$ cat src/hw/rtl/ffba_pkg.sv
// ----------------------------------------------------------------------------
// ffba_pkg
// Shared types and codes for the first-fit block allocator: request and
// response words, status codes, controller states and the command and
// status groups between controller and datapath.
// ----------------------------------------------------------------------------
package ffba_pkg;

   localparam logic       REQ_ALLOC   = 1'b0;
   localparam logic       REQ_FREE    = 1'b1;

   localparam logic [1:0] ST_OK       = 2'd0;
   localparam logic [1:0] ST_NOFIT    = 2'd1;
   localparam logic [1:0] ST_NOTFOUND = 2'd2;

   typedef struct packed {
      logic       req_type;
      logic [9:0] alloc_size;
      logic [9:0] free_addr;
   } req_word_type;

   typedef struct packed {
      logic [1:0] status;
      logic [9:0] addr;
      logic [3:0] block_index;
   } rsp_word_type;

   typedef enum logic [3:0] {
      S_INIT,
      S_IDLE,
      S_SCAN_RD,
      S_SCAN_CHK,
      S_SHIFT_RD,
      S_SHIFT_WR,
      S_SPLIT_NEW,
      S_WR_PICK,
      S_DONE
   } ctl_state_type;

   typedef struct packed {
      logic       load_req;
      logic       init_wr;
      logic       scan_rd;
      logic       idx_inc;
      logic       latch_pick;
      logic       shift_start;
      logic       shift_rd;
      logic       shift_wr;
      logic       split_wr;
      logic       pick_wr;
      logic       set_status;
      logic [1:0] status;
      logic       rsp_load;
   } ctl_cmd_type;

   typedef struct packed {
      logic size_zero;
      logic free_op;
      logic hit;
      logic split_ok;
      logic last;
      logic shift_done;
      logic rsp_ready;
   } dp_status_type;

endpackage

$ cat src/hw/rtl/ffba_ctrl.sv
// ----------------------------------------------------------------------------
// ffba_ctrl
// Controller state machine: table init after reset, first-fit scan, entry
// shift for a split, entry updates and response handoff.
// ----------------------------------------------------------------------------
module ffba_ctrl (
   input  logic                   clock,
   input  logic                   reset,
   input  logic                   req_valid,
   output logic                   req_stall,
   input  ffba_pkg::dp_status_type dp_status,
   output ffba_pkg::ctl_cmd_type   cmd
);
   import ffba_pkg::*;

   ctl_state_type state_ff;
   ctl_state_type state_in;

   always_ff @(posedge clock) begin
      if (reset) begin
         state_ff <= S_INIT;
      end else begin
         state_ff <= state_in;
      end
   end

   // next state
   always_comb begin
      state_in = state_ff;
      case (state_ff)
         S_INIT: begin
            state_in = S_IDLE;
         end
         S_IDLE: begin
            if (req_valid) begin
               state_in = S_SCAN_RD;
            end
         end
         S_SCAN_RD: begin
            if (!dp_status.free_op && dp_status.size_zero) begin
               state_in = S_DONE;
            end else begin
               state_in = S_SCAN_CHK;
            end
         end
         S_SCAN_CHK: begin
            if (dp_status.hit) begin
               if (!dp_status.free_op && dp_status.split_ok) begin
                  state_in = S_SHIFT_RD;
               end else begin
                  state_in = S_WR_PICK;
               end
            end else if (dp_status.last) begin
               state_in = S_DONE;
            end else begin
               state_in = S_SCAN_RD;
            end
         end
         S_SHIFT_RD: begin
            if (dp_status.shift_done) begin
               state_in = S_SPLIT_NEW;
            end else begin
               state_in = S_SHIFT_WR;
            end
         end
         S_SHIFT_WR: begin
            state_in = S_SHIFT_RD;
         end
         S_SPLIT_NEW: begin
            state_in = S_WR_PICK;
         end
         S_WR_PICK: begin
            state_in = S_DONE;
         end
         S_DONE: begin
            if (dp_status.rsp_ready) begin
               state_in = S_IDLE;
            end
         end
         default: begin
            state_in = S_INIT;
         end
      endcase
   end

   // outputs
   always_comb begin
      cmd       = '0;
      req_stall = (state_ff != S_IDLE);
      case (state_ff)
         S_INIT: begin
            cmd.init_wr = 1'b1;
         end
         S_IDLE: begin
            cmd.load_req = req_valid;
         end
         S_SCAN_RD: begin
            if (!dp_status.free_op && dp_status.size_zero) begin
               cmd.set_status = 1'b1;
               cmd.status     = ST_NOFIT;
            end else begin
               cmd.scan_rd = 1'b1;
            end
         end
         S_SCAN_CHK: begin
            if (dp_status.hit) begin
               cmd.latch_pick  = 1'b1;
               cmd.shift_start = !dp_status.free_op && dp_status.split_ok;
            end else if (dp_status.last) begin
               cmd.set_status = 1'b1;
               cmd.status     = dp_status.free_op ? ST_NOTFOUND : ST_NOFIT;
            end else begin
               cmd.idx_inc = 1'b1;
            end
         end
         S_SHIFT_RD: begin
            cmd.shift_rd = !dp_status.shift_done;
         end
         S_SHIFT_WR: begin
            cmd.shift_wr = 1'b1;
         end
         S_SPLIT_NEW: begin
            cmd.split_wr = 1'b1;
         end
         S_WR_PICK: begin
            cmd.pick_wr    = 1'b1;
            cmd.set_status = 1'b1;
            cmd.status     = ST_OK;
         end
         S_DONE: begin
            cmd.rsp_load = dp_status.rsp_ready;
         end
         default: begin
            cmd = '0;
         end
      endcase
   end

endmodule

$ cat src/hw/rtl/ffba_datapath.sv
// ----------------------------------------------------------------------------
// ffba_datapath
// Block table memory, scan and shift index, picked entry, split arithmetic
// and the response register.
// ----------------------------------------------------------------------------
module ffba_datapath #(
   parameter int POOL_BYTES   = 1024,
   parameter int HEADER_BYTES = 16,
   parameter int MAX_BLOCKS   = 16
) (
   input  logic                    clock,
   input  logic                    reset,
   input  ffba_pkg::req_word_type  req_word,
   input  ffba_pkg::ctl_cmd_type   cmd,
   output ffba_pkg::dp_status_type dp_status,
   output logic                    rsp_valid,
   input  logic                    rsp_stall,
   output ffba_pkg::rsp_word_type  rsp_word
);
   import ffba_pkg::*;

   localparam int OFF_W = $clog2(POOL_BYTES + 1);
   localparam int IDX_W = $clog2(MAX_BLOCKS);
   localparam int CNT_W = $clog2(MAX_BLOCKS + 1);
   localparam int ENT_W = 2 * OFF_W + 1;
   localparam int CW    = ((OFF_W > 10) ? OFF_W : 10) + 1;

   localparam logic [OFF_W-1:0] INIT_START = OFF_W'(HEADER_BYTES);
   localparam logic [OFF_W-1:0] INIT_SIZE  = OFF_W'(POOL_BYTES - HEADER_BYTES);
   localparam logic [CW-1:0]    HDR_C      = CW'(HEADER_BYTES);

   logic [ENT_W-1:0] mem [MAX_BLOCKS];

   req_word_type     op_ff;
   logic [IDX_W-1:0] idx_ff;
   logic [IDX_W-1:0] idx_in;
   logic [IDX_W-1:0] pick_ff;
   logic [ENT_W-1:0] ent_ff;
   logic             split_ff;
   logic [CNT_W-1:0] count_ff;
   logic [ENT_W-1:0] rd_ff;
   logic [1:0]       status_ff;
   logic             rsp_valid_ff;
   rsp_word_type     rsp_word_ff;

   logic             we;
   logic [IDX_W-1:0] waddr;
   logic [ENT_W-1:0] wdata;
   logic [IDX_W-1:0] raddr;
   logic             re;

   logic [OFF_W-1:0] rd_start;
   logic [OFF_W-1:0] rd_size;
   logic             rd_free;
   logic [OFF_W-1:0] ent_start;
   logic [OFF_W-1:0] ent_size;
   logic [CW-1:0]    req_c;
   logic [CW-1:0]    rd_size_c;
   logic [CW-1:0]    rd_start_c;
   logic [CW-1:0]    where_c;
   logic [CW-1:0]    rem_c;
   logic [CW-1:0]    ent_rem_c;
   logic [CW-1:0]    new_start_c;
   logic [CW-1:0]    new_size_c;
   logic             rsp_ready;
   logic [CW-1:0]    ent_start_c;
   logic [IDX_W+3:0] pick_ext;

   assign rd_start    = rd_ff[2*OFF_W:OFF_W+1];
   assign rd_size     = rd_ff[OFF_W:1];
   assign rd_free     = rd_ff[0];
   assign ent_start   = ent_ff[2*OFF_W:OFF_W+1];
   assign ent_size    = ent_ff[OFF_W:1];
   assign req_c       = CW'(op_ff.alloc_size);
   assign where_c     = CW'(op_ff.free_addr);
   assign rd_size_c   = CW'(rd_size);
   assign rd_start_c  = CW'(rd_start);
   assign ent_start_c = CW'(ent_start);
   assign rem_c       = rd_size_c - req_c;
   assign ent_rem_c   = CW'(ent_size) - req_c;
   assign new_start_c = ent_start_c + req_c + HDR_C;
   assign new_size_c  = ent_rem_c - HDR_C;
   assign pick_ext    = {4'b0000, pick_ff};

   // status to controller
   assign rsp_ready            = !rsp_valid_ff || !rsp_stall;
   assign dp_status.size_zero  = (op_ff.alloc_size == 10'd0);
   assign dp_status.free_op    = (op_ff.req_type == REQ_FREE);
   assign dp_status.hit        = (op_ff.req_type == REQ_FREE) ?
                                 (rd_start_c == where_c) :
                                 (rd_free && (rd_size_c >= req_c));
   assign dp_status.split_ok   = (rem_c > HDR_C) && (count_ff != CNT_W'(MAX_BLOCKS));
   assign dp_status.last       = ((CNT_W'(idx_ff) + CNT_W'(1)) == count_ff);
   assign dp_status.shift_done = (CNT_W'(idx_ff) == (CNT_W'(pick_ff) + CNT_W'(1)));
   assign dp_status.rsp_ready  = rsp_ready;

   // table write and read port selection
   always_comb begin
      we    = cmd.init_wr || cmd.shift_wr || cmd.split_wr || cmd.pick_wr;
      waddr = pick_ff;
      wdata = {ent_start, ent_size, 1'b0};
      if (cmd.init_wr) begin
         waddr = '0;
         wdata = {INIT_START, INIT_SIZE, 1'b1};
      end else if (cmd.shift_wr) begin
         waddr = idx_ff;
         wdata = rd_ff;
      end else if (cmd.split_wr) begin
         waddr = pick_ff + IDX_W'(1);
         wdata = {new_start_c[OFF_W-1:0], new_size_c[OFF_W-1:0], 1'b1};
      end else if (split_ff) begin
         wdata = {ent_start, req_c[OFF_W-1:0], 1'b0};
      end else begin
         wdata = {ent_start, ent_size, (op_ff.req_type == REQ_FREE)};
      end
      re    = cmd.scan_rd || cmd.shift_rd;
      raddr = cmd.shift_rd ? (idx_ff - IDX_W'(1)) : idx_ff;
   end

   always_ff @(posedge clock) begin
      if (we) begin
         mem[waddr] <= wdata;
      end
      if (re) begin
         rd_ff <= mem[raddr];
      end
   end

   // scan and shift index
   always_comb begin
      idx_in = idx_ff;
      if (cmd.load_req) begin
         idx_in = '0;
      end else if (cmd.idx_inc) begin
         idx_in = idx_ff + IDX_W'(1);
      end else if (cmd.shift_start) begin
         idx_in = count_ff[IDX_W-1:0];
      end else if (cmd.shift_wr) begin
         idx_in = idx_ff - IDX_W'(1);
      end
   end

   always_ff @(posedge clock) begin
      idx_ff <= idx_in;
      if (cmd.load_req) begin
         op_ff <= req_word;
      end
      if (cmd.latch_pick) begin
         pick_ff  <= idx_ff;
         ent_ff   <= rd_ff;
         split_ff <= dp_status.split_ok && (op_ff.req_type == REQ_ALLOC);
      end
      if (cmd.set_status) begin
         status_ff <= cmd.status;
      end
   end

   always_ff @(posedge clock) begin
      if (reset) begin
         count_ff <= CNT_W'(1);
      end else if (cmd.split_wr) begin
         count_ff <= count_ff + CNT_W'(1);
      end
   end

   // response register
   always_ff @(posedge clock) begin
      if (reset) begin
         rsp_valid_ff <= 1'b0;
      end else if (cmd.rsp_load) begin
         rsp_valid_ff <= 1'b1;
      end else if (!rsp_stall) begin
         rsp_valid_ff <= 1'b0;
      end
   end

   always_ff @(posedge clock) begin
      if (cmd.rsp_load) begin
         rsp_word_ff.status <= status_ff;
         if (status_ff == ST_OK) begin
            rsp_word_ff.addr        <= ent_start_c[9:0];
            rsp_word_ff.block_index <= pick_ext[3:0];
         end else begin
            rsp_word_ff.addr        <= '0;
            rsp_word_ff.block_index <= '0;
         end
      end
   end

   assign rsp_valid = rsp_valid_ff;
   assign rsp_word  = rsp_word_ff;

endmodule

$ cat src/hw/rtl/first_fit_block_allocator.sv
// ----------------------------------------------------------------------------
// first_fit_block_allocator
// First-fit allocator over a byte pool, kept as an address-ordered table of
// blocks with start, size and free mark. Allocate splits a larger block, when
// the remainder exceeds a header and the table has room, by inserting a new
// free block behind it; free marks the block by its start.
// One request is handled at a time. After reset the table is initialized by
// one write of a single free block over the pool. A request is taken, then
// the table memory is scanned entry by entry, one read and one compare per
// entry. A free or a whole-block allocate then writes the picked entry; a
// split first moves each entry behind the picked one up to open a slot, with
// one read and one write per entry, then writes the new block and the picked
// entry. A request that finds nothing, or a zero-size allocate, ends with a
// reject status. A result is loaded only once the output register is free or
// being emptied. A finished result waits in an output register while the
// next request is accepted.
module first_fit_block_allocator #(
   parameter int POOL_BYTES   = 1024,
   parameter int HEADER_BYTES = 16,
   parameter int MAX_BLOCKS   = 16
) (
   input  logic                   clock,
   input  logic                   reset,
   input  logic                   req_valid,
   output logic                   req_stall,
   input  ffba_pkg::req_word_type req_word,
   output logic                   rsp_valid,
   input  logic                   rsp_stall,
   output ffba_pkg::rsp_word_type rsp_word
);
   import ffba_pkg::*;

   ctl_cmd_type   cmd;
   dp_status_type dp_status;

   ffba_ctrl u_ctrl (
      .clock     (clock),
      .reset     (reset),
      .req_valid (req_valid),
      .req_stall (req_stall),
      .dp_status (dp_status),
      .cmd       (cmd)
   );

   ffba_datapath #(
      .POOL_BYTES   (POOL_BYTES),
      .HEADER_BYTES (HEADER_BYTES),
      .MAX_BLOCKS   (MAX_BLOCKS)
   ) u_datapath (
      .clock     (clock),
      .reset     (reset),
      .req_word  (req_word),
      .cmd       (cmd),
      .dp_status (dp_status),
      .rsp_valid (rsp_valid),
      .rsp_stall (rsp_stall),
      .rsp_word  (rsp_word)
   );

endmodule

$ cat config.mk
export PLATFORM = sky130hd
export DESIGN_NAME = first_fit_block_allocator
export DESIGN_NICKNAME = d
export VERILOG_FILES = /design/src/hw/rtl/ffba_pkg.sv /design/src/hw/rtl/ffba_ctrl.sv /design/src/hw/rtl/ffba_datapath.sv /design/src/hw/rtl/first_fit_block_allocator.sv
export SDC_FILE = /design/constraint.sdc
export NUM_CORES = 1
export LEC_CHECK = 0
export BUFFER_PORTS_ARGS = -buffer_cell sky130_fd_sc_hd__buf_2
export CAP_MARGIN = 20
export CELL_PAD_IN_SITES_DETAIL_PLACEMENT = 1
export CELL_PAD_IN_SITES_GLOBAL_PLACEMENT = 2
export CORE_MARGIN = 1
export CORE_UTILIZATION = 45
export DETAILED_ROUTE_END_ITERATION = 16
export PLACE_DENSITY_LB_ADDON = 0.15
export SYNTH_ARGS = -nofsm -noshare
export SYNTH_HDL_FRONTEND = slang
export SYNTH_SLANG_ARGS = --single-unit
$ cat constraint.sdc
create_clock -name clock -period 8.45 [get_ports clock]
set_clock_uncertainty 0.15 [all_clocks]
set_input_delay 0.4225 -clock clock [delete_from_list [all_inputs] [get_ports clock]]
set_output_delay 0.4225 -clock clock [all_outputs]
set_load 0.005 [all_outputs]
==> results of run 1 <==
[cell families (layout without fill, tap and decap cells)]
family / after synthesis / after routing
buffers and inverters: 194 / 275
AOI/OAI and AO/OA: 481 / 481
and+or+nand+nor: 509 / 509
adders and majority gates: 55 / 55
muxes: 269 / 269
DFF: 471 / 471
xor gates and xnor gates: 43 / 43
[path summary, 6_finish.rpt]
check,end,slack [ps]
worst min-delay path,u_datapath.ent_ff[22]$_DFFE_PP_,340
worst max-delay path,u_datapath.rd_ff[5]$_DFFE_PP_,3420
worst max register to register,u_datapath.rd_ff[5]$_DFFE_PP_,3420
worst min register to register,u_datapath.ent_ff[22]$_DFFE_PP_,340
[layout make-up]
class,count,area (um2)
Clock buffer,61,1350
Tap cell,696,871
Fill cell,5475,26100
Sequential cell,471,14000
Clock inverter,33,363
Timing Repair Buffer,125,985
Inverter,56,210
Multi-Input combinational cell,1357,10300
[cell usage in the layout (no fill, tap or decap), types with 24 or more instances in the layout]
master	count
a221oi_1	37
a31oi_1	27
a211oi_1	80
nand2_1	180
mux2i_1	213
buf_2	42
nor2_1	61
edfxtp_1	457
a22oi_1	41
o21ai_0	62
inv_1	51
mux4_2	48
buf_4	52
nor2b_1	87
dlygate4sd3_1	24
ha_1	52
a21oi_1	119
nand3_1	57
clkbuf_16	52
nor3_1	29
[per-stage QoR]
stage	cell area [um2]	setup WS (ps)
6_report	28100	3420
5_1_grt	28100	3160
4_1_cts	28000	3420
3_5_place_dp	26100	3380
3_3_place_gp	26000	3610
2_1_floorplan	24900	4190
[power breakdown]
| part | switching, mW | internal (mW) | total [mW] |
|---|---|---|---|
| registers | 0.230 | 2.96 | 3.19 |
| logic | 1.94 | 1.21 | 3.16 |
| clock network | 0.958 | 1.32 | 2.28 |
[cell usage after synthesis, drive strengths merged (37+ instances only)]
library cell,instances
nor2b,87
o21ai,63
a21oi,120
a22oi,41
nand3,57
mux2i,215
mux4,48
a221oi,37
clkbuf,104
inv,54
nor2,78
edfxtp,457
ha,53
nand2,181
a211oi,81
[worst max-delay path, cell delays in order (launching register included)]
cell,delay (ps)
dfxtp_4,440
buf_4,750
clkinv_1,340
ha_4,1070
buf_4,880
nor2b_1,120
a211oi_1,260
a21oi_1,70
mux4_2,470
nand2_1,80
nand2_1,60
[metal layers]
layer  share of wire, %  up-vias  GRT usage, %
li1                   -     7944             -
met1                 44     9237          36.0
met2                 49      460          46.3
met3                4.7      101          2.80
met4                2.3        0          7.86
met5                  0        -             0
[flip-flops by register name (all words and copies together) (netlist names), 5 cells and up]
name                 cells
u_datapath.mem         368
u_datapath.ent_ff       22
u_datapath.rsp_word     16
u_datapath.op_ff        20
u_datapath.count_ff      5
u_datapath.rd_ff        23
[repair_timing]
item                      CTS  global route
hold buffers               24             0
resized for setup           0             0
hold endpoints to repair   30             0
==> results by stage, run 1 <==
Timing:
- The measured slew at the worst slew-check pin is approximately 1100 ps.
- Derived from the worst setup path, the maximum achievable clock frequency is 199 MHz.
- The number of endpoints with negative hold slack in the final report was 0.
- The time the worst path needs with I/O delays and setup is ~5000 ps.
- Adding up every negative setup slack in the final design gives 0 ps.
- After layout, the worst path uses between 50% and 60% of the clock period.
- Setup repair after global routing left no endpoint under its margin.
- The max-slew violation count is 0.
- The worst pin sits at a relative slew slack of 25.0%.
- The final-report setup violation count is 0.
- The minimum hold slack is 337 ps.

GRT:
- The initial antenna violation count is 0.
- The global-route congestion overflow total is 0.
- The first global-routing pass estimated 114000 um of wire.
- Entering global routing, the biggest net connects 77 pins.
- The via count of the first global-routing pass is roughly 19000.
- Across every metal layer, demand over resource in global routing totals between 20% and 30%.

Setup path:
- The timing startpoint of the critical path is u_datapath.idx_ff[0]$_SDFFE_PP0P_.
- The critical path endpoint category is a flop.
- In this run the worst path has a maximum fanout of 76.
- The arrival time at the worst endpoint is 5250 ps.
- STA classifies the critical path startpoint as a flop.
- The start of the worst register-to-register path is u_datapath.idx_ff[0]$_SDFFE_PP0P_.
- The critical path class is flop to flop.
- The cell depth of the worst flop-to-flop path is 10.
- The data required time of the worst path is roughly 8700 ps.

Cells and area:
- The final-stage net count is 2143.
- The area growth from synthesis to layout is 12.9%.
- The share of cells above drive strength 1 is 13.0%.
- The core utilization of the finished layout is about half.
- The number of antenna diodes in the final layout is 0.
- The finished layout holds 2799 standard cells, fillers aside.

Route:
- The number of violations reported at the end of detailed-routing iteration 0 is 1286.
- The remaining number of nets flagged by the antenna check after routing is 0.
- The ratio of routed vias to standard cells is between 6 and 7.
- In the final routed layout, each cell accounts on average for 26.9 um.
- For this block, the routed nets add up to 75300 um of wire.
- The final route contains between 15000 and 20000 vias.
- For this run, design rule violations remaining after detail routing come to 0.
- The number of search-and-repair iterations in the first detailed-routing pass is 7.

CTS:
- The clock transition time at the flip-flop clock pins of the worst setup and hold paths is about 60 ps.
- After clock tree synthesis, the setup repair step added 0 buffers.
- The clock net in this run drives a total of ~470 sinks.
- At the later pin of the worst-skew pair, clock insertion delay measures between 600 and 700 ps.
- In this run the number of H-tree levels came out at 2.
- The TritonCTS clock tree is yes.
- The tree is rooted in a clkbuf_16.
- Counting along the longest clock path gives a buffer depth of 3.
- TritonCTS created 52 clock buffers.

Floorplanning:
- The initial utilization of the core area, before any placement, comes to 45.9%.
- The floorplan step defined a core boundary enclosing roughly 0.054 mm2.
- During I/O placement, the number of pins put on the boundary was 43.
- The floorplan step defined a die boundary enclosing 0.0563 mm2.
- The vertical extent of the die is between 200 and 250 um.
- The row count is 85.
- The die is about 240 um wide.

Place:
- Once placement completed, the tool counted placed cells totaling about 2700.
- The estimated wirelength of the detail-placed design is roughly 47000 um.
- The quantity of I/O buffers inserted on ports is 42.
- The congestion estimate from routability-driven global placement came to 0.826.

Yosys:
- Summed over all instances, the cell type with the most area after synthesis is edfxtp_1.
- The gate count of the mapped netlist is 2022.
- The count of cell types in the netlist is 73.
- The compound-cell area share of the yosys netlist is a little over an eighth.
- The simple-gate area share of the yosys netlist is between 9 and 10%.
- After synthesis, the largest family of logic cells by area is multiplexers.
- For this run, the leading register cell type out of synthesis is edfxtp_1.
- The synthesis warning total is 0.
- The share of flip-flops with an asynchronous set or reset after synthesis is 0%.
- The mean cell area of the mapped netlist is 12.3 um2.
- The number of flops mapped to enable cells by yosys is 457.
- The number of flip-flops and latches in the synthesized netlist is 471.
- Summing the areas of all xor and xnor instances in the mapped netlist gives roughly 1.6% of the synthesized area.
- The share of synthesized area occupied by flip-flops and latches is a little under three fifths.
- After synthesis, the cell types taking the most area are edfxtp_1, mux2i_1, mux4_2, nand2_1, ha_1.
- The multiplexer area fraction after synthesis is about an eighth.
- The mapped netlist covers between 0.02 and 0.025 mm2.
- After synthesis, the largest area contributor takes up a little under three fifths of total cell area.
- Counting every net in the synthesized netlist gives roughly 2100.
- The area share of fa/ha/maj cells after synthesis is ~2.8%.

Run:
- The tool flagged a number of max-cap violations equal to 0.

Worst hold path:
- The hold-critical path depth is 0.
- The class of the most critical hold timing path is flop to flop.
- The worst hold path begins at u_datapath.rd_ff[22]$_DFFE_PP_.

Status:
- The run finished with clean final reports.

Power and ir drop:
- Summed over all cells, the static leakage comes to around 9.3 nW.
- The worst-case IR drop observed on VDD is 195 uV.
- The total power of the final layout is ~8.6 mW.
- The ratio of total power to cell area is between 300 and 400 mW/mm2.
(Power assumes the default switching activity.)
==> run 2: changes to the inputs <==
--- a/config.mk
+++ b/config.mk
@@ -10,7 +10,7 @@
 export CELL_PAD_IN_SITES_DETAIL_PLACEMENT = 1
 export CELL_PAD_IN_SITES_GLOBAL_PLACEMENT = 2
 export CORE_MARGIN = 1
-export CORE_UTILIZATION = 45
+export CORE_UTILIZATION = 40
 export DETAILED_ROUTE_END_ITERATION = 16
 export PLACE_DENSITY_LB_ADDON = 0.15
 export SYNTH_ARGS = -nofsm -noshare
==> constraint.sdc (replaced) <==
create_clock -name clock -period 4.2 [get_ports clock]
set_clock_uncertainty 0.15 [all_clocks]
set_input_delay 0.21 -clock clock [delete_from_list [all_inputs] [get_ports clock]]
set_output_delay 0.21 -clock clock [all_outputs]
set_load 0.005 [all_outputs]
==> results by stage, run 2 (synthesized netlist as in run 1, its figures left out) <==
Floorplanning:
- The placeable core region is 0.0616 mm2 (was 0.0542 mm2).
- The number of I/O pins is 43 (unchanged).
- The row count is 91 (was 85).
- The die extent in x is 252 um (was 237 um).
- The vertical extent of the die is 252 um (was 237 um).
- The starting density of the core is 40.4% (was 45.9%).
- The area of the die was 0.0633 mm2 (was 0.0563 mm2).

Worst hold path:
- The class of the most critical hold timing path is primary input to flop (was flop to flop).
- The hold-critical path depth is 2 (was 0).

Cells and area:
- Commonest cells after routing, fill and taps aside: edfxtp_1, mux2i_1, nand2_1 (unchanged).
- The share of cells above drive strength 1 came to 14.7% (was 13.0%).
- The core utilization of the finished layout is 46.8% (was 51.8%).
- Registers with the most flip-flops: u_datapath.mem: 368 flops, u_datapath.rd_ff: 23 flops, u_datapath.ent_ff: 22 flops (unchanged).
- The count of non-filler cells in the finished layout is 2985 (was 2799).
- The final-stage net count is 2183 (was 2143).
- The commonest non-fill, non-tap cell in the layout is edfxtp_1 (unchanged).
- The layout overhead on the synthesized area was 15.7% (was 12.9%).
- The register with the most flip-flops is u_datapath.mem (unchanged).
- The number of flip-flops under the largest register name was 368 (unchanged).

Timing:
- The final cycle utilization of the critical path is 95.6% (was 59.6%).
- The number of endpoints with negative hold slack in the final report is 0 (unchanged).
- The minimum hold slack is 139 ps (was 337 ps).
- The worst relative slew slack came to 16.2% (was 25.0%).
- The time the worst path needs with I/O delays and setup is 4010 ps (was 5030 ps).
- The final-report setup violation count is 0 (unchanged).
- The setup TNS after final layout came to 0 ps (unchanged).
- The maximum clock rate is 249 MHz (was 199 MHz).
- The measured slew at the worst slew-check pin is 1260 ps (was 1120 ps).
- The post-route worst setup slack is 186 ps (was 3420 ps).
- The max-slew violation count is 0 (unchanged).
- Setup repair after global routing missed its margin: no (unchanged).

CTS:
- The clock transition time at the flip-flop clock pins of the worst setup and hold paths is 60 ps (about the same).
- The total setup buffers inserted after CTS is 0 (unchanged).
- The number of buffers between clock root and the deepest sink is 3 (unchanged).
- The clock network latency to the later pin of the worst-skew pair came to 640 ps (was 630 ps).
- The CTS H-tree depth is 2 (unchanged).
- The number of sinks on the clock net came to 471 (unchanged).
- The total clock buffers created by CTS was 55 (was 52).
- The clock root buffer is clkbuf_16 (unchanged).
- The TritonCTS clock tree is yes (unchanged).

Place:
- The final weighted congestion in routability-driven placement is 0.827 (was 0.826).
- The pre-CTS worst setup slack is 178 ps (was 3380 ps).
- The cell count after placement was 2857 (was 2675).
- The quantity of I/O buffers inserted on ports is 42 (unchanged).
- The estimated wirelength of the detail-placed design was 49900 um (was 46900 um).

GRT:
- The total track usage was 24.8% (was 26.9%).
- The initial antenna violation count was 2 (was 0).
- The global-route congestion overflow total is 0 (unchanged).
- The pin count of the biggest net entering global routing is 149 (was 77).
- The via count of the first global-routing pass came to 18500 (about the same).
- The wire length of the first global-routing pass came to 117000 um (was 114000 um).

Route:
- The number of violations reported at the end of detailed-routing iteration 0 is 1368 (was 1286).
- The routed length on met1 is 34400 um (was 32900 um).
- The number of search-and-repair iterations in the first detailed-routing pass is 5 (was 7).
- The highest metal layer with signal wires is met5 (was met4).
- The wire length per cell is 26.3 um (was 26.9 um).
- The sum of routed wire length over all layers is 78400 um (was 75300 um).
- The wire length on met2 was 36800 um (was 37100 um).
- The ratio of routed vias to standard cells came to 5.97 (was 6.34).
- The number of design rule violations left after detail routing was 0 (unchanged).
- The remaining number of nets flagged by the antenna check after routing came to 0 (unchanged).
- The total number of vias is 17800 (was 17700).
- The met3 wire length is 4520 um (was 3540 um).

Setup path:
- The critical path endpoint category is a flop (unchanged).
- The startpoint class of the critical path is a flop (unchanged).
- The largest fanout of any net on the critical path was 13 (was 76).
- The arrival time at the worst endpoint was 4180 ps (was 5250 ps).
- The data required time of the worst path is 4360 ps (was 8670 ps).
- The cell depth of the worst flop-to-flop path came to 10 (unchanged).
- The critical path class is flop to flop (unchanged).

Power and ir drop:
- The static leakage power came to 9.61 nW (was 9.34 nW).
- The largest vdd supply drop is 510 uV (was 195 uV).
- The ratio of total power to cell area is 618 mW/mm2 (was 307 mW/mm2).

Run:
- The max-cap violation count is 0 (unchanged).

Status:
- Result of the run: finished, final reports clean (unchanged).
[run 2: cell count changes in the layout (fill, tap and decap cells not counted), moves of 2 or more]
cell       before  now
buf_4          52   76
buf_12          1   18
clkbuf_1        8   12
clkbuf_8        4    0
clkbuf_16      52   55
buf_16          3    1
clkinv_16       2    0
clkinv_4        0    2
inv_16          0    2
[run 2: per-layer routing]
| metal | GRT usage, % | up-vias |
|---|---|---|
| met4 | 8.95 | 2 |
| met2 | 40.5 | 524 |
| met1 | 33.4 | 9141 |
| met5 | 0 | - |
| met3 | 4.03 | 145 |
| li1 | - | 8023 |
[run 2: layout make-up]
type                       instances  area [um2]
multi-input combinational       1357       10300
timing repair buffer             162        1420
inverter                          56         210
clock buffer                      67        1420
antenna                            1        2.50
sequential                       471       14000
tap                              837        1050
clock inverter                    34         358
fill                            6311       32800
[run 2: worst max-delay path, stage by stage (launching register included)]
cell and delay, ps:
edfxtp_1 500, ha_1 310, o21bai_1 230, o2bb2ai_1 150, buf_4 170, o31a_2 550, xnor2_2 710, buf_4 350
a31oi_1 110, o21ai_0 190, nand2_1 230
[run 2: stage by stage]
stage,cell area (um2),power [mW]
after floorplan,24900,10.6
after global placement,26700,12.9
after global routing,28800,18.6
final,28800,17.8
after CTS,28800,17.9
after detailed placement,26700,13.1
[run 2: worst paths after layout]
check / startpoint / endpoint / slack (ps)
max: u_datapath.pick_ff[0]$_DFFE_PP_ / u_datapath.rd_ff[5]$_DFFE_PP_ / 190
min: req_word[6] / u_datapath.op_ff[6]$_DFFE_PP_ / 140
max reg2reg: u_datapath.pick_ff[0]$_DFFE_PP_ / u_datapath.rd_ff[5]$_DFFE_PP_ / 190
min reg2reg: u_datapath.rd_ff[2]$_DFFE_PP_ / u_datapath.ent_ff[2]$_DFFE_PP_ / 340
[run 2: repair_timing]
item | 4_1_cts | 5_1_grt
gates resized for setup | 0 | 1
hold buffers | 24 | 0
setup endpoints to repair | 0 | 2
hold endpoints to repair | 48 | 0
[run 2: power breakdown]
group / switching (mW) / total (mW) / internal, mW / leakage, nW
clock network: 2.01 / 4.79 / 2.79 / 0.862
logic: 4.16 / 6.76 / 2.60 / 4.48
registers: 0.312 / 6.26 / 5.94 / 4.27
